[config.mk]
export PLATFORM = sky130hd
export DESIGN_NAME = wall_ring_cap_span_raster
export DESIGN_NICKNAME = d
export VERILOG_FILES = /design/src/rtl/core/wrcsr_pkg.sv /design/src/rtl/core/wrcsr_front.sv /design/src/rtl/core/wrcsr_queue.sv /design/src/rtl/core/wrcsr_back.sv /design/src/rtl/core/wrcsr_merge.sv /design/src/rtl/core/wall_ring_cap_span_raster.sv
export SDC_FILE = /design/constraint.sdc
export NUM_CORES = 2
export LEC_CHECK = 0
export BUFFER_PORTS_ARGS = -buffer_cell sky130_fd_sc_hd__buf_2
export CORE_MARGIN = 10
export CORE_UTILIZATION = 35
export CTS_BUF_LIST = sky130_fd_sc_hd__clkbuf_4 sky130_fd_sc_hd__clkbuf_8 sky130_fd_sc_hd__clkbuf_16
export DETAILED_ROUTE_END_ITERATION = 6
export PLACE_DENSITY = 0.55
export SLEW_MARGIN = 20
export SYNTH_ARGS = -nofsm -noshare
export SYNTH_HDL_FRONTEND = slang
export SYNTH_SLANG_ARGS = --single-unit
[constraint.sdc]
create_clock -name clock -period 14.74 [get_ports clock]
set_input_delay 2.948 -clock clock [delete_from_list [all_inputs] [get_ports clock]]
set_output_delay 2.948 -clock clock [all_outputs]
set_load 0.05 [all_outputs]
[src/rtl/core/wrcsr_pkg.sv]
// Types, constants and register codes of the wall-ring cap span rasterizer.
`default_nettype none
package wrcsr_pkg;

   localparam int SEGMENT_MAX = 64;
   localparam int MAX_SIDE_PX = 1024;
   localparam int COL_W       = 10;
   localparam int LEN_W       = 7;
   localparam int SIDE_W      = 11;
   localparam int QUEUE_DEPTH = 4;
   localparam int QPTR_W      = 2;
   localparam int CSR_IDX_W   = 3;
   localparam int CSR_DATA_W  = 32;

   localparam logic [CSR_IDX_W-1:0] CSR_WIDTH_PX   = 3'd0;
   localparam logic [CSR_IDX_W-1:0] CSR_HEIGHT_PX  = 3'd1;
   localparam logic [CSR_IDX_W-1:0] CSR_BORDER_PX  = 3'd2;
   localparam logic [CSR_IDX_W-1:0] CSR_DOOR_TILE  = 3'd3;
   localparam logic [CSR_IDX_W-1:0] CSR_BASE_COLOR = 3'd4;
   localparam logic [CSR_IDX_W-1:0] CSR_SHADOWS_ON = 3'd5;
   localparam logic [CSR_IDX_W-1:0] CSR_ORIGIN_X   = 3'd6;
   localparam logic [CSR_IDX_W-1:0] CSR_ORIGIN_Y   = 3'd7;

   localparam logic [31:0] COLOR_LIGHT    = 32'hA99478FF;
   localparam logic [31:0] COLOR_DARK     = 32'h74513FFF;
   localparam logic [31:0] COLOR_SPECKLE  = 32'h886044FF;
   localparam logic [31:0] COLOR_FALLBACK = 32'hA78D72FF;
   localparam logic [31:0] COLOR_BASE_RST = 32'hA78D6EFF;

   localparam logic [31:0] HASH_MUL_X = 32'd374761393;
   localparam logic [31:0] HASH_MUL_Y = 32'd668265263;

   localparam logic [17:0] SHADE_MUL   = 18'd965;
   localparam logic [17:0] SHADE_ADD_R = 18'd1995;
   localparam logic [17:0] SHADE_ADD_G = 18'd1505;
   localparam logic [17:0] SHADE_ADD_B = 18'd2100;
   localparam logic [17:0] SHADE_DIV   = 18'd1000;
   localparam logic [28:0] SHADE_RECIP = 29'd1048;

   typedef struct packed {
      logic [SIDE_W-1:0] width_px;
      logic [SIDE_W-1:0] height_px;
      logic [9:0]        border_px;
      logic [12:0]       door_tile;
      logic [31:0]       base_color;
      logic              shadows_on;
      logic [31:0]       origin_x;
      logic [31:0]       origin_y;
   } cfg_type;

   typedef struct packed {
      logic [COL_W-1:0] row;
      logic [COL_W-1:0] first;
      logic [LEN_W-1:0] count;
   } desc_type;

   typedef struct packed {
      logic             valid;
      logic             flush;
      logic             empty;
      logic [COL_W-1:0] col;
   } tag_type;

   typedef struct packed {
      tag_type     tag;
      logic [31:0] color;
   } pix_type;

   typedef enum logic [1:0] {
      CLS_CLEAR,
      CLS_LIGHT,
      CLS_DARK,
      CLS_INNER
   } cls_type;

   typedef enum logic {
      SEQ_IDLE,
      SEQ_RUN
   } seq_state_type;

endpackage
`default_nettype wire

[src/rtl/core/wrcsr_front.sv]
// Front stage: accepts a request, clips its column window and registers the descriptor.
`default_nettype none
module wrcsr_front (
   input  wire logic                        clock,
   input  wire logic                        reset,
   input  wire logic                        req_valid,
   output logic                             req_stall,
   input  wire logic [wrcsr_pkg::COL_W-1:0] req_row,
   input  wire logic [wrcsr_pkg::COL_W-1:0] req_col_first,
   input  wire logic [wrcsr_pkg::COL_W:0]   req_col_end,
   input  wire logic                        q_full,
   output logic                             push,
   output wrcsr_pkg::desc_type              push_data
);

   logic                            front_valid_ff;
   logic                            front_valid_in;
   wrcsr_pkg::desc_type             front_desc_ff;
   wrcsr_pkg::desc_type             front_desc_in;
   logic                            accept;
   logic [wrcsr_pkg::COL_W:0]       first_ext;
   logic [wrcsr_pkg::COL_W:0]       end_lim;
   logic [wrcsr_pkg::COL_W:0]       end_cut;

   always_comb begin
      req_stall = front_valid_ff && q_full;
      accept    = req_valid && !req_stall;
      push      = front_valid_ff && !q_full;
      push_data = front_desc_ff;
      front_valid_in = accept || (front_valid_ff && q_full);

      first_ext = {1'b0, req_col_first};
      end_lim   = first_ext + (wrcsr_pkg::COL_W + 1)'(wrcsr_pkg::SEGMENT_MAX);
      end_cut   = (req_col_end < end_lim) ? req_col_end : end_lim;
      front_desc_in.row   = req_row;
      front_desc_in.first = req_col_first;
      if (req_col_end <= first_ext) begin
         front_desc_in.count = '0;
      end else begin
         front_desc_in.count = wrcsr_pkg::LEN_W'(end_cut - first_ext);
      end
   end

   always_ff @(posedge clock) begin
      if (reset) begin
         front_valid_ff <= 1'b0;
      end else begin
         front_valid_ff <= front_valid_in;
      end
      if (accept) begin
         front_desc_ff <= front_desc_in;
      end
   end

endmodule
`default_nettype wire

[src/rtl/core/wrcsr_queue.sv]
// Small descriptor queue between the front stage and the pixel engine.
`default_nettype none
module wrcsr_queue (
   input  wire logic                clock,
   input  wire logic                reset,
   input  wire logic                push,
   input  wire wrcsr_pkg::desc_type push_data,
   output logic                     full,
   input  wire logic                pop,
   output wrcsr_pkg::desc_type      pop_data,
   output logic                     empty
);

   wrcsr_pkg::desc_type                 entry_ff [wrcsr_pkg::QUEUE_DEPTH];
   logic [wrcsr_pkg::QPTR_W-1:0]        wr_ptr_ff;
   logic [wrcsr_pkg::QPTR_W-1:0]        rd_ptr_ff;
   logic [wrcsr_pkg::QPTR_W:0]          count_ff;

   always_comb begin
      full     = count_ff == (wrcsr_pkg::QPTR_W + 1)'(wrcsr_pkg::QUEUE_DEPTH);
      empty    = count_ff == '0;
      pop_data = entry_ff[rd_ptr_ff];
   end

   always_ff @(posedge clock) begin
      if (reset) begin
         wr_ptr_ff <= '0;
         rd_ptr_ff <= '0;
         count_ff  <= '0;
      end else begin
         if (push) begin
            wr_ptr_ff <= wr_ptr_ff + wrcsr_pkg::QPTR_W'(1);
         end
         if (pop) begin
            rd_ptr_ff <= rd_ptr_ff + wrcsr_pkg::QPTR_W'(1);
         end
         if (push && !pop) begin
            count_ff <= count_ff + (wrcsr_pkg::QPTR_W + 1)'(1);
         end else if (pop && !push) begin
            count_ff <= count_ff - (wrcsr_pkg::QPTR_W + 1)'(1);
         end
      end
      if (push) begin
         entry_ff[wr_ptr_ff] <= push_data;
      end
   end

endmodule
`default_nettype wire

[src/rtl/core/wrcsr_back.sv]
// Back end: column sequencer and six-stage pixel colour pipeline.
`default_nettype none
module wrcsr_back (
   input  wire logic                clock,
   input  wire logic                reset,
   input  wire wrcsr_pkg::cfg_type  cfg,
   input  wire logic                q_empty,
   input  wire wrcsr_pkg::desc_type q_data,
   output logic                     q_pop,
   input  wire logic                adv,
   output wrcsr_pkg::pix_type       pix
);

   function automatic logic filled(input logic signed [12:0] px,
                                   input logic signed [12:0] py,
                                   input wrcsr_pkg::cfg_type c);
      logic [wrcsr_pkg::SIDE_W-1:0] wu;
      logic [wrcsr_pkg::SIDE_W-1:0] hu;
      logic signed [12:0]           w;
      logic signed [12:0]           h;
      logic signed [12:0]           b;
      logic                         in_rect;
      logic                         door_hit;
      logic                         band;
      wu = (c.width_px > wrcsr_pkg::SIDE_W'(wrcsr_pkg::MAX_SIDE_PX)) ?
           wrcsr_pkg::SIDE_W'(wrcsr_pkg::MAX_SIDE_PX) : c.width_px;
      hu = (c.height_px > wrcsr_pkg::SIDE_W'(wrcsr_pkg::MAX_SIDE_PX)) ?
           wrcsr_pkg::SIDE_W'(wrcsr_pkg::MAX_SIDE_PX) : c.height_px;
      w  = $signed({2'b00, wu});
      h  = $signed({2'b00, hu});
      b  = $signed({3'b000, c.border_px});
      in_rect  = (px >= 13'sd0) && (px < w) && (py >= 13'sd0) && (py < h);
      door_hit = c.door_tile[12] && (px[12:4] == {3'b000, c.door_tile[11:6]}) &&
                 (py[12:4] == {3'b000, c.door_tile[5:0]});
      band     = (px < b) || (px >= w - b) || (py < b) || (py >= h - b);
      return in_rect && !door_hit && band;
   endfunction

   wrcsr_pkg::seq_state_type        state_ff;
   wrcsr_pkg::seq_state_type        state_in;
   logic [wrcsr_pkg::COL_W-1:0]     row_ff;
   logic [wrcsr_pkg::COL_W:0]       col_ff;
   logic [wrcsr_pkg::LEN_W-1:0]     remain_ff;
   logic                            empty_ff;
   logic                            issue;

   wrcsr_pkg::tag_type              s0_tag_in;
   wrcsr_pkg::tag_type              s0_tag_ff;
   wrcsr_pkg::tag_type              s1_tag_ff;
   wrcsr_pkg::tag_type              s2_tag_ff;
   wrcsr_pkg::tag_type              s3_tag_ff;
   wrcsr_pkg::tag_type              s4_tag_ff;
   wrcsr_pkg::tag_type              s5_tag_ff;

   logic signed [12:0]              px;
   logic signed [12:0]              py;
   logic                            f_c, f_l, f_u, f_r, f_d;
   wrcsr_pkg::cls_type              cls_in;
   wrcsr_pkg::cls_type              s0_cls_ff;
   wrcsr_pkg::cls_type              s1_cls_ff;
   logic [31:0]                     hx_in, hy_in;
   logic [31:0]                     hx_ff, hy_ff;

   logic [31:0]                     px_prod_ff, py_prod_ff;

   logic [31:0]                     hs;
   logic [31:0]                     ht;
   logic [7:0]                      digit_sum;
   logic [5:0]                      fold;
   logic                            speckle;
   logic [31:0]                     color_in;
   logic [31:0]                     s2_color_ff;

   logic                            shade_in;
   logic                            s3_shade_ff, s4_shade_ff;
   logic [31:0]                     s3_color_ff, s4_color_ff;
   logic [17:0]                     x_in [3];
   logic [17:0]                     s3_x_ff [3];
   logic [17:0]                     s4_x_ff [3];
   logic [7:0]                      q_est_in [3];
   logic [7:0]                      s4_q_ff [3];
   logic [28:0]                     recip_prod [3];
   logic [17:0]                     rem [3];
   logic [7:0]                      q_fix [3];
   logic [31:0]                     final_in;
   logic [31:0]                     s5_color_ff;

   // Sequencer: next state.
   always_comb begin
      state_in = state_ff;
      case (state_ff)
         wrcsr_pkg::SEQ_IDLE: begin
            if (!q_empty) begin
               state_in = wrcsr_pkg::SEQ_RUN;
            end
         end
         wrcsr_pkg::SEQ_RUN: begin
            if (adv && (remain_ff == '0)) begin
               state_in = wrcsr_pkg::SEQ_IDLE;
            end
         end
         default: state_in = wrcsr_pkg::SEQ_IDLE;
      endcase
   end

   // Sequencer: outputs.
   always_comb begin
      q_pop           = 1'b0;
      issue           = 1'b0;
      s0_tag_in.valid = 1'b0;
      case (state_ff)
         wrcsr_pkg::SEQ_IDLE: begin
            q_pop = !q_empty;
         end
         wrcsr_pkg::SEQ_RUN: begin
            issue           = adv;
            s0_tag_in.valid = 1'b1;
         end
         default: begin
            q_pop = 1'b0;
         end
      endcase
      s0_tag_in.flush = remain_ff == '0;
      s0_tag_in.empty = empty_ff;
      s0_tag_in.col   = col_ff[wrcsr_pkg::COL_W-1:0];
   end

   always_ff @(posedge clock) begin
      if (reset) begin
         state_ff <= wrcsr_pkg::SEQ_IDLE;
      end else begin
         state_ff <= state_in;
      end
      if (q_pop) begin
         row_ff    <= q_data.row;
         col_ff    <= {1'b0, q_data.first};
         remain_ff <= q_data.count;
         empty_ff  <= q_data.count == '0;
      end else if (issue && (remain_ff != '0)) begin
         col_ff    <= col_ff + (wrcsr_pkg::COL_W + 1)'(1);
         remain_ff <= remain_ff - wrcsr_pkg::LEN_W'(1);
      end
   end

   // Stage 0: occupancy of the pixel and its four neighbors, hash inputs.
   always_comb begin
      px  = $signed({2'b00, col_ff});
      py  = $signed({3'b000, row_ff});
      f_c = filled(px, py, cfg);
      f_l = filled(px - 13'sd1, py, cfg);
      f_u = filled(px, py - 13'sd1, cfg);
      f_r = filled(px + 13'sd1, py, cfg);
      f_d = filled(px, py + 13'sd1, cfg);
      if (!f_c) begin
         cls_in = wrcsr_pkg::CLS_CLEAR;
      end else if (!f_l || !f_u) begin
         cls_in = wrcsr_pkg::CLS_LIGHT;
      end else if (!f_r || !f_d) begin
         cls_in = wrcsr_pkg::CLS_DARK;
      end else begin
         cls_in = wrcsr_pkg::CLS_INNER;
      end
      hx_in = {21'd0, col_ff} + cfg.origin_x;
      hy_in = {22'd0, row_ff} + cfg.origin_y;
   end

   // Stage 2: hash fold, speckle test modulo 31 and colour choice.
   always_comb begin
      hs = px_prod_ff ^ py_prod_ff;
      ht = hs ^ (hs >> 13);
      digit_sum = {6'd0, ht[31:30]};
      for (int i = 0; i < 6; i++) begin
         digit_sum = digit_sum + {3'd0, ht[5*i +: 5]};
      end
      fold    = {1'b0, digit_sum[4:0]} + {3'd0, digit_sum[7:5]};
      speckle = (fold == 6'd0) || (fold == 6'd31);
      case (s1_cls_ff)
         wrcsr_pkg::CLS_CLEAR: color_in = '0;
         wrcsr_pkg::CLS_LIGHT: color_in = wrcsr_pkg::COLOR_LIGHT;
         wrcsr_pkg::CLS_DARK:  color_in = wrcsr_pkg::COLOR_DARK;
         wrcsr_pkg::CLS_INNER: begin
            if (speckle) begin
               color_in = wrcsr_pkg::COLOR_SPECKLE;
            end else if (cfg.base_color[7:0] == 8'd0) begin
               color_in = wrcsr_pkg::COLOR_FALLBACK;
            end else begin
               color_in = cfg.base_color;
            end
         end
         default: color_in = '0;
      endcase
   end

   // Stages 3 to 5: shade numerator, reciprocal estimate, one-step correction.
   always_comb begin
      shade_in = cfg.shadows_on && (s2_color_ff[7:0] != 8'd0);
      x_in[0] = wrcsr_pkg::SHADE_MUL * {10'd0, s2_color_ff[31:24]} + wrcsr_pkg::SHADE_ADD_R;
      x_in[1] = wrcsr_pkg::SHADE_MUL * {10'd0, s2_color_ff[23:16]} + wrcsr_pkg::SHADE_ADD_G;
      x_in[2] = wrcsr_pkg::SHADE_MUL * {10'd0, s2_color_ff[15:8]} + wrcsr_pkg::SHADE_ADD_B;
      for (int i = 0; i < 3; i++) begin
         recip_prod[i] = {11'd0, s3_x_ff[i]} * wrcsr_pkg::SHADE_RECIP;
         q_est_in[i]   = recip_prod[i][27:20];
         rem[i]        = s4_x_ff[i] - {10'd0, s4_q_ff[i]} * wrcsr_pkg::SHADE_DIV;
         q_fix[i]      = (rem[i] >= wrcsr_pkg::SHADE_DIV) ? s4_q_ff[i] + 8'd1 : s4_q_ff[i];
      end
      if (s4_shade_ff) begin
         final_in = {q_fix[0], q_fix[1], q_fix[2], s4_color_ff[7:0]};
      end else begin
         final_in = s4_color_ff;
      end
   end

   always_ff @(posedge clock) begin
      if (reset) begin
         s0_tag_ff.valid <= 1'b0;
         s1_tag_ff.valid <= 1'b0;
         s2_tag_ff.valid <= 1'b0;
         s3_tag_ff.valid <= 1'b0;
         s4_tag_ff.valid <= 1'b0;
         s5_tag_ff.valid <= 1'b0;
      end else if (adv) begin
         s0_tag_ff <= s0_tag_in;
         s1_tag_ff <= s0_tag_ff;
         s2_tag_ff <= s1_tag_ff;
         s3_tag_ff <= s2_tag_ff;
         s4_tag_ff <= s3_tag_ff;
         s5_tag_ff <= s4_tag_ff;
      end
      if (adv) begin
         s0_cls_ff   <= cls_in;
         hx_ff       <= hx_in;
         hy_ff       <= hy_in;
         s1_cls_ff   <= s0_cls_ff;
         px_prod_ff  <= hx_ff * wrcsr_pkg::HASH_MUL_X;
         py_prod_ff  <= hy_ff * wrcsr_pkg::HASH_MUL_Y;
         s2_color_ff <= color_in;
         s3_shade_ff <= shade_in;
         s3_color_ff <= s2_color_ff;
         s4_shade_ff <= s3_shade_ff;
         s4_color_ff <= s3_color_ff;
         for (int i = 0; i < 3; i++) begin
            s3_x_ff[i] <= x_in[i];
            s4_x_ff[i] <= s3_x_ff[i];
            s4_q_ff[i] <= q_est_in[i];
         end
         s5_color_ff <= final_in;
      end
   end

   always_comb begin
      pix.tag   = s5_tag_ff;
      pix.color = s5_color_ff;
   end

endmodule
`default_nettype wire

[src/rtl/core/wrcsr_merge.sv]
// Run merger: joins equal pixel colours into spans and holds the response register.
`default_nettype none
module wrcsr_merge (
   input  wire logic                         clock,
   input  wire logic                         reset,
   input  wire wrcsr_pkg::pix_type           pix,
   output logic                              adv,
   output logic                              rsp_valid,
   input  wire logic                         rsp_stall,
   output logic [wrcsr_pkg::COL_W-1:0]       rsp_span_start,
   output logic [wrcsr_pkg::LEN_W-1:0]       rsp_span_length,
   output logic [7:0]                        rsp_red,
   output logic [7:0]                        rsp_green,
   output logic [7:0]                        rsp_blue,
   output logic [7:0]                        rsp_alpha,
   output logic                              rsp_last
);

   logic                            run_open_ff;
   logic [wrcsr_pkg::COL_W-1:0]     run_start_ff;
   logic [wrcsr_pkg::LEN_W-1:0]     run_len_ff;
   logic [31:0]                     run_color_ff;
   logic                            rsp_valid_ff;
   logic                            rsp_valid_in;
   logic [wrcsr_pkg::COL_W-1:0]     start_ff, start_in;
   logic [wrcsr_pkg::LEN_W-1:0]     length_ff, length_in;
   logic [31:0]                     color_ff, color_in;
   logic                            last_ff, last_in;
   logic                            out_free;
   logic                            emit;
   logic                            take;

   always_comb begin
      out_free = !rsp_valid_ff || !rsp_stall;
      emit     = pix.tag.valid &&
                 (pix.tag.flush || (run_open_ff && (pix.color != run_color_ff)));
      adv      = !emit || out_free;
      take     = adv && emit;
      rsp_valid_in = take || (rsp_valid_ff && rsp_stall);
      if (pix.tag.flush && pix.tag.empty) begin
         start_in  = pix.tag.col;
         length_in = '0;
         color_in  = '0;
      end else begin
         start_in  = run_start_ff;
         length_in = run_len_ff;
         color_in  = run_color_ff;
      end
      last_in = pix.tag.flush;
   end

   always_ff @(posedge clock) begin
      if (reset) begin
         rsp_valid_ff <= 1'b0;
         run_open_ff  <= 1'b0;
      end else begin
         rsp_valid_ff <= rsp_valid_in;
         if (adv && pix.tag.valid) begin
            run_open_ff <= !pix.tag.flush;
         end
      end
      if (take) begin
         start_ff  <= start_in;
         length_ff <= length_in;
         color_ff  <= color_in;
         last_ff   <= last_in;
      end
      if (adv && pix.tag.valid && !pix.tag.flush) begin
         if (!run_open_ff || (pix.color != run_color_ff)) begin
            run_start_ff <= pix.tag.col;
            run_len_ff   <= wrcsr_pkg::LEN_W'(1);
            run_color_ff <= pix.color;
         end else begin
            run_len_ff <= run_len_ff + wrcsr_pkg::LEN_W'(1);
         end
      end
   end

   always_comb begin
      rsp_valid       = rsp_valid_ff;
      rsp_span_start  = start_ff;
      rsp_span_length = length_ff;
      rsp_red         = color_ff[31:24];
      rsp_green       = color_ff[23:16];
      rsp_blue        = color_ff[15:8];
      rsp_alpha       = color_ff[7:0];
      rsp_last        = last_ff;
   end

endmodule
`default_nettype wire

[src/rtl/core/wall_ring_cap_span_raster.sv]
// Top level of the wall-ring cap span rasterizer with its configuration registers.
// A request names one row and a column window of the ring; the block answers with
// the spans of equal colour over that window, left to right, the final one flagged
// by rsp_last. A window of n columns (n clipped to 64) is taken from the queue, then
// fed to the colour pipeline one pixel per cycle while the response port does not
// stall: one slot per column and one closing slot, so an empty window gets only the
// closing slot. A stalled response port holds the pipeline.
// A four-entry request queue lets requests be taken while earlier windows are drawn.
// Configuration is to be written by the user through the csr port while no request
// is in flight; the block itself does not enforce this.
`default_nettype none
module wall_ring_cap_span_raster (
   input  wire logic                              clock,
   input  wire logic                              reset,
   input  wire logic                              req_valid,
   output logic                                   req_stall,
   input  wire logic [wrcsr_pkg::COL_W-1:0]       req_row,
   input  wire logic [wrcsr_pkg::COL_W-1:0]       req_col_first,
   input  wire logic [wrcsr_pkg::COL_W:0]         req_col_end,
   output logic                                   rsp_valid,
   input  wire logic                              rsp_stall,
   output logic [wrcsr_pkg::COL_W-1:0]            rsp_span_start,
   output logic [wrcsr_pkg::LEN_W-1:0]            rsp_span_length,
   output logic [7:0]                             rsp_red,
   output logic [7:0]                             rsp_green,
   output logic [7:0]                             rsp_blue,
   output logic [7:0]                             rsp_alpha,
   output logic                                   rsp_last,
   input  wire logic                              csr_valid,
   output logic                                   csr_ready,
   input  wire logic [wrcsr_pkg::CSR_IDX_W-1:0]   csr_index,
   input  wire logic [wrcsr_pkg::CSR_DATA_W-1:0]  csr_data
);

   wrcsr_pkg::cfg_type    cfg_ff;
   wrcsr_pkg::desc_type   push_data;
   wrcsr_pkg::desc_type   pop_data;
   wrcsr_pkg::pix_type    pix;
   logic                  push;
   logic                  pop;
   logic                  q_full;
   logic                  q_empty;
   logic                  adv;

   assign csr_ready = 1'b1;

   always_ff @(posedge clock) begin
      if (reset) begin
         cfg_ff.width_px   <= wrcsr_pkg::SIDE_W'(64);
         cfg_ff.height_px  <= wrcsr_pkg::SIDE_W'(64);
         cfg_ff.border_px  <= 10'd8;
         cfg_ff.door_tile  <= '0;
         cfg_ff.base_color <= wrcsr_pkg::COLOR_BASE_RST;
         cfg_ff.shadows_on <= 1'b0;
         cfg_ff.origin_x   <= '0;
         cfg_ff.origin_y   <= '0;
      end else if (csr_valid && csr_ready) begin
         case (csr_index)
            wrcsr_pkg::CSR_WIDTH_PX:   cfg_ff.width_px   <= csr_data[10:0];
            wrcsr_pkg::CSR_HEIGHT_PX:  cfg_ff.height_px  <= csr_data[10:0];
            wrcsr_pkg::CSR_BORDER_PX:  cfg_ff.border_px  <= csr_data[9:0];
            wrcsr_pkg::CSR_DOOR_TILE:  cfg_ff.door_tile  <= csr_data[12:0];
            wrcsr_pkg::CSR_BASE_COLOR: cfg_ff.base_color <= csr_data;
            wrcsr_pkg::CSR_SHADOWS_ON: cfg_ff.shadows_on <= csr_data[0];
            wrcsr_pkg::CSR_ORIGIN_X:   cfg_ff.origin_x   <= csr_data;
            wrcsr_pkg::CSR_ORIGIN_Y:   cfg_ff.origin_y   <= csr_data;
            default: cfg_ff.shadows_on <= cfg_ff.shadows_on;
         endcase
      end
   end

   wrcsr_front u_front (
      .clock         (clock),
      .reset         (reset),
      .req_valid     (req_valid),
      .req_stall     (req_stall),
      .req_row       (req_row),
      .req_col_first (req_col_first),
      .req_col_end   (req_col_end),
      .q_full        (q_full),
      .push          (push),
      .push_data     (push_data)
   );

   wrcsr_queue u_queue (
      .clock     (clock),
      .reset     (reset),
      .push      (push),
      .push_data (push_data),
      .full      (q_full),
      .pop       (pop),
      .pop_data  (pop_data),
      .empty     (q_empty)
   );

   wrcsr_back u_back (
      .clock   (clock),
      .reset   (reset),
      .cfg     (cfg_ff),
      .q_empty (q_empty),
      .q_data  (pop_data),
      .q_pop   (pop),
      .adv     (adv),
      .pix     (pix)
   );

   wrcsr_merge u_merge (
      .clock           (clock),
      .reset           (reset),
      .pix             (pix),
      .adv             (adv),
      .rsp_valid       (rsp_valid),
      .rsp_stall       (rsp_stall),
      .rsp_span_start  (rsp_span_start),
      .rsp_span_length (rsp_span_length),
      .rsp_red         (rsp_red),
      .rsp_green       (rsp_green),
      .rsp_blue        (rsp_blue),
      .rsp_alpha       (rsp_alpha),
      .rsp_last        (rsp_last)
   );

endmodule
`default_nettype wire

; Word level (Yosys, flattened, before mapping)
; Memories as Yosys holds them, arrays and structs flattened. A register that Yosys moved wholly into a read port is not among the register bits.
; Cells that the tools add are included.
[op_classes]
muxes = 31
magnitude_cmp = 29
n_shift = 0
n_eq_ne = 19
n_reduce_logical = 105
bitwise_logic = 5
div_mod_pow = 0
n_mul = 11
addsub = 33
[op_table]
columns = operator, n
row1 = $pmux W32 S4, 1
row2 = $mux W32, 3
row3 = $mul A18 B8 Y25 const B, 3
row4 = $ge A18 B10 Y1 const B, 3
row5 = $mul A10 B8 Y18 const A, 3
row6 = $sub A18 B18 Y18, 3
row7 = $mul A8 B7 Y15 const B, 3
row8 = $logic_and A1 B1 Y1, 42
row9 = $add A8 B5 Y8, 5
row10 = $ge A13 B1 Y1 const B, 3
row11 = $lt A13 B11 Y1, 3
row12 = $lt A13 B12 Y1, 3
row13 = $add A18 B11 Y18 const B, 2
row14 = $eq A9 B6 Y1, 4
row15 = $add A10 B32 Y32, 1
row16 = $add A11 B32 Y32, 1
row17 = $mul A32 B29 Y32 const B, 1
row18 = $mul A32 B30 Y32 const B, 1
row19 = $ne A32 B32 Y1, 1
row20 = $xor A32 B19 Y32, 1
row21 = $xor A32 B32 Y32, 1
row22 = $mux W10, 3
row23 = $ge A13 B13 Y1, 2
row24 = $add A8 B1 Y8 const B, 3
row25 = 56 further kinds, 137
[totals]
ram_bits = 240
register_bits = 648
latch_bits = 0
romBits = 0
word_cells = 304
mem_count = 4
[memory_table]
columns = name, depth, width, read_ports, rd_ports_with_merged_regs, write_ports, line
row1 = u_queue.entry_ff, 4, 27, 1, 1, 1, wrcsr_queue.sv:14  ; wrcsr_pkg::desc_type entry_ff [wrcsr_pkg::QUEUE_DEPTH];
row2 = u_back.s3_x_ff, 3, 18, 3, 0, 3, wrcsr_back.sv:78  ; logic [17:0] s3_x_ff [3];
row3 = u_back.s4_x_ff, 3, 18, 3, 0, 3, wrcsr_back.sv:79  ; logic [17:0] s4_x_ff [3];
row4 = u_back.s4_q_ff, 3, 8, 3, 0, 3, wrcsr_back.sv:81  ; logic [7:0] s4_q_ff [3];

; Longest topological paths before layout
[depth]
depth_word = 13
ltp_mapped = 28
depth_no_buf = 27

; By module
; Synthesis repeated with hierarchy kept, for this count alone.
[hier_totals]
cells_unflattened = 6472
area_unflattened_um2 = 73351.6
[by_module_without_submodules]
columns = mod, instances, area_each_um2, cells_per_inst
row1 = wrcsr_back, 1, 57629.0, 5384
row2 = wall_ring_cap_span_raster, 1, 5710.5, 536
row3 = wrcsr_queue, 1, 4372.9, 185
row4 = wrcsr_merge, 1, 3992.6, 235
row5 = wrcsr_front, 1, 1646.6, 132

; Worst setup path before layout
; OpenSTA, ideal clock, no wires.
[synth_path]
path_kind = input to register
start = input rsp_stall
end = register u_back.hx_ff[0] (enable)
setup_time_ns = 0.731
cell_stages = 3
setup_slack_ns = 3.390
required_time_ns = 14.009
path_buffers = 0
t_arrival_ns = 10.619
path_cell_list = nand2_1 > nor2_1 > inv_1
[synth_between]
elab_chain_cells = 3
[synth_lines]
columns = element, line
row1 = from (decl), wall_ring_cap_span_raster.sv:21  ; input wire logic rsp_stall,
row2 = $logic_not A1 Y1, wrcsr_merge.sv:34  ; out_free = !rsp_valid_ff || !rsp_stall;
row3 = $logic_or A1 B1 Y1, wrcsr_merge.sv:34
row4 = $logic_or A1 B1 Y1, wrcsr_merge.sv:37  ; adv = !emit || out_free;
row5 = to (signal assigned), wrcsr_back.sv:231  ; hx_ff <= hx_in;
row6 = to (decl), wrcsr_back.sv:62  ; logic [31:0] hx_ff, hy_ff;
; No other way between the ends.
; A chain may end at the register's enable or synchronous reset.

; Worst setup path in the final report
[layout_path]
start = register u_back.hx_ff[6]
end = register u_back.px_prod_ff[31] (data pin)
[layout_between]
elab_chain_cells = 1
[layout_lines]
columns = element, line
row1 = $mul A32 B29 Y32, wrcsr_back.sv:234  ; px_prod_ff <= hx_ff * wrcsr_pkg::HASH_MUL_X;
row2 = to (signal assigned), wrcsr_back.sv:234
row3 = to (decl), wrcsr_back.sv:64  ; logic [31:0] px_prod_ff, py_prod_ff;
; No other way between the ends.

==> key figures <==
Synthesis
  – Post-synth top area share: 29.72%
  – Post-Syn Nets: 8,390
  – Synth cell types: 85
  – Yosys reg bits: 879
  – Syn Inst Count: 6,616
  – Syn avg cell area: 10.95 um2
  – Number of enable flip-flop cells after synthesis: 717
  – Top FF cell, synth: edfxtp_1
  – Async SR Flop Fraction: 0%
  – Synth area leaders: edfxtp_1, ha_1, fa_1
  – Leading area contributor after synthesis: edfxtp_1
  – Sequential share of the synthesized area: 34.20%
  – Mapped Area: 0.07244 mm2
  – Warnings from Yosys: 0

Routing
  – Drt total wl: 176,200 um
  – Antenna Nets Post-Route: 0
  – Number of iterations in the first detailed-routing pass: 6
  – Routed via count: 46,110
  – DRC violations left: 0
  – Starting DRT DRC Count: 2,561
  – WL/cell: 18.46 um
  – Vias per cell: 4.830

Worst setup path
  – Worst Setup End Kind: flip-flop
  – Slack of the worst reg-to-reg path: 7.19 ns
  – Crit path top cell by count: fa_1
  – Worst path required time: 15.18 ns
  – R2r worst-path depth: 23
  – CP peak stage delay: 0.67 ns
  – Critical path peak fanout: 12
  – Reg-to-Reg Start: u_back.hx_ff[6]$_DFFE_PN_
  – Reg2reg end: u_back.px_prod_ff[31]$_DFFE_PN_
  – Slowest CP cell: edfxtp_1
  – Kind of critical path: reg2reg
  – CP arrival: 7.99 ns
  – CP startpoint kind: flip-flop
  – Worst-path cell chain: fa_1 -> inv_1 -> fa_1 -> fa_1 -> inv_1 -> ha_1 -> inv_1 -> fa_1 -> fa_1 -> inv_1 -> fa_1 -> fa_1 -> ha_1 -> and4_1 -> and2_1 -> o21a_1 -> a2111oi_0 -> o21ai_0 -> nand4_1 -> a31oi_1 -> a21o_1 -> a21oi_1 -> xnor2_1

Clock tree
  – CTS tree: built
  – Htree depth: 3
  – Clock Latency Late Sink: 0.73 ns
  – Post-CTS setup buffer count: 0
  – # hold bufs at CTS: 0
  – Clk root buf: clkbuf_16
  – Total CTS buffers: 98
  – Gates resized, CTS repair: 0
  – Bufs on Longest Clock Path: 3
  – CTS sink cnt: 879
  – CTS clock-pin slew for the worst setup and hold paths: 0.06 ns

Global route
  – All-layer global routing usage: 15.75%
  – Pin count of the biggest net entering global routing: 120
  – Vias in the first global route: 48,590
  – First-pass GRT wire length: 280,300 um
  – Total global routing overflow: 0
  – Initial antenna violation count: 9

Timing
  – Maximum clock frequency: 132.5 MHz
  – Fin crit share: 51.20%
  – Max-slew headroom: 24.21%
  – Setup-failing EPs final: 0
  – Max Slew Vio Count: 0
  – Period minus WS final: 7.546 ns
  – RSZ-0062 raised after global routing: no
  – Worst Clk Skew: 0.04309 ns
  – Final Hold Vio Count: 0
  – Slew @ Worst Pin: 1.134 ns
  – TNS Setup: 0 ns

Hold path
  – Worst Hold Class: reg2reg
  – Min-Delay Path Depth: 0
  – Hold path startpoint: u_back.s3_tag_ff[7]$_DFFE_PP_
  – Worst Hold Path EP: u_back.s4_tag_ff[7]$_DFFE_PP_

Cells and area
  – Most frequent cells in the layout: inv_1, ha_1, edfxtp_1, fa_1, nand2_1
  – Fraction of layout cells with a size suffix above 1: 6.183%
  – Synth-to-layout area growth: 10.09%
  – Multi-input gate area: 0.04251 mm2
  – Layout Nets: 8,548
  – Fin area: 0.07975 mm2
  – Commonest non-fill, non-tap cell in the layout: inv_1
  – FF+latch area: 0.02478 mm2
  – # fillers: 19,900

Flow run
  – Maxcap violations: 0

Placed design
  – DP Area: 0.07634 mm2
  – IO Port Bufs: 122
  – HPWL Detailed: 142,000 um
  – GP Congestion: 0.8900

Die
  – Core area: 0.2052 mm2
  – Chip height: 475.0 um
  – Die Area: 0.2256 mm2
  – Row cnt: 166
  – IO Count: 124
  – DIE WIDTH: 475.0 um
  – Initial Util: 35.30%

Outcome
  – Outcome: finished clean
==> cell usage after synthesis, types with 28 or more instances <==
master / n
inv_1: 1272
ha_1: 1086
edfxtp_1: 717
fa_1: 617
nand2_1: 469
a21oi_1: 330
xnor2_1: 306
nor2_1: 287
xor2_1: 184
dfxtp_1: 162
o21ai_0: 152
clkbuf_1: 96
a21o_1: 87
nand3_1: 85
nor3_1: 68
and2_1: 59
o21a_1: 50
nand2b_1: 47
nor2b_1: 44
nand4_1: 40
and3_1: 34
nand3b_1: 30
a211oi_1: 28
==> cell families (layout without fill, tap and decap cells) <==
| group | after synthesis | count (layout) | synth area share, % |
|---|---|---|---|
| compound gates | 849 | 849 | 7.354 |
| xor+xnor | 491 | 491 | 5.955 |
| fa+ha+maj | 1703 | 1703 | 35.81 |
| buf+inv | 1375 | 1616 | 7.181 |
| flops | 879 | 879 | 34.20 |
| mux | 65 | 65 | 1.401 |
| other cells | 1 | 2 | 0.005176 |
| simple gates | 1253 | 1253 | 8.099 |
==> registers in the layout (all words and copies together), names as in the netlist, 45 cells and up, named ones only <==
signal            count
cfg_ff              142
u_back.s3_x_ff       52
u_back.s4_x_ff       45
u_queue.entry_ff    108
==> critical path: cells and delay by family, from the launching register on <==
kind	cells	cell delay [ns]
XOR/XNOR	1	0.08
AO/OA/AOI/OAI	6	1.44
buffers and inverters	4	0.25
AND/OR/NAND/NOR	3	0.58
adder cells (fa/ha/maj)	9	4.27
flip-flops	1	0.67
==> stage by stage <==
| step | utilization (%) | instances | setup WS, ns | hold slack, ns |
|---|---|---|---|---|
| finish | 38.87 | 9546 | 7.194 | 0.3992 |
| global route | 38.86 | 9545 | 6.647 | 0.4003 |
| CTS | 38.86 | 9545 | 7.135 | 0.4046 |
| detailed placement | 37.20 | 9362 | 7.201 | 0.4045 |
| global placement | 37.20 | 9362 | 7.191 | 0.4023 |
| floorplan | - | 6616 | 3.390 | 0.4003 |
==> layer usage <==
metal / GRT usage, % / vias up / wire length (um)
met5: 0 / - / 79
met4: 3.923 / 14 / 4508
met3: 2.198 / 234 / 7312
met2: 26.36 / 820 / 82710
met1: 21.47 / 22590 / 81570
li1: - / 22450 / -
==> how the worst max path moves through the flow <==
stage / from / to / slack [ns] / cells past startpoint
after floorplan: rsp_stall / u_back.hx_ff[0]$_DFFE_PN_ / 3.39 / 3
after global placement: u_back.hx_ff[6]$_DFFE_PN_ / u_back.px_prod_ff[31]$_DFFE_PN_ / 7.19 / 23
final: u_back.hx_ff[6]$_DFFE_PN_ / u_back.px_prod_ff[31]$_DFFE_PN_ / 7.19 / 23
after detailed placement: u_back.hx_ff[6]$_DFFE_PN_ / u_back.px_prod_ff[31]$_DFFE_PN_ / 7.20 / 23
after CTS: u_back.hx_ff[6]$_DFFE_PN_ / u_back.px_prod_ff[31]$_DFFE_PN_ / 7.13 / 23
after global routing: u_back.hx_ff[6]$_DFFE_PN_ / u_back.px_prod_ff[31]$_DFFE_PN_ / 6.65 / 23
==> layout make-up <==
type / count / area share, %
Clock buffer: 117 / 3.299
Timing Repair Buffer: 161 / 1.136
Antenna cell: 1 / 0.003138
Sequential cell: 879 / 31.06
Tap cell: 2688 / 4.217
Clock inverter: 66 / 0.9774
Multi-Input combinational cell: 4362 / 53.31
Inverter: 1272 / 5.996
Power is not shown: default switching activity piles up to over one toggle a cycle in this logic, so the estimate is an artifact.
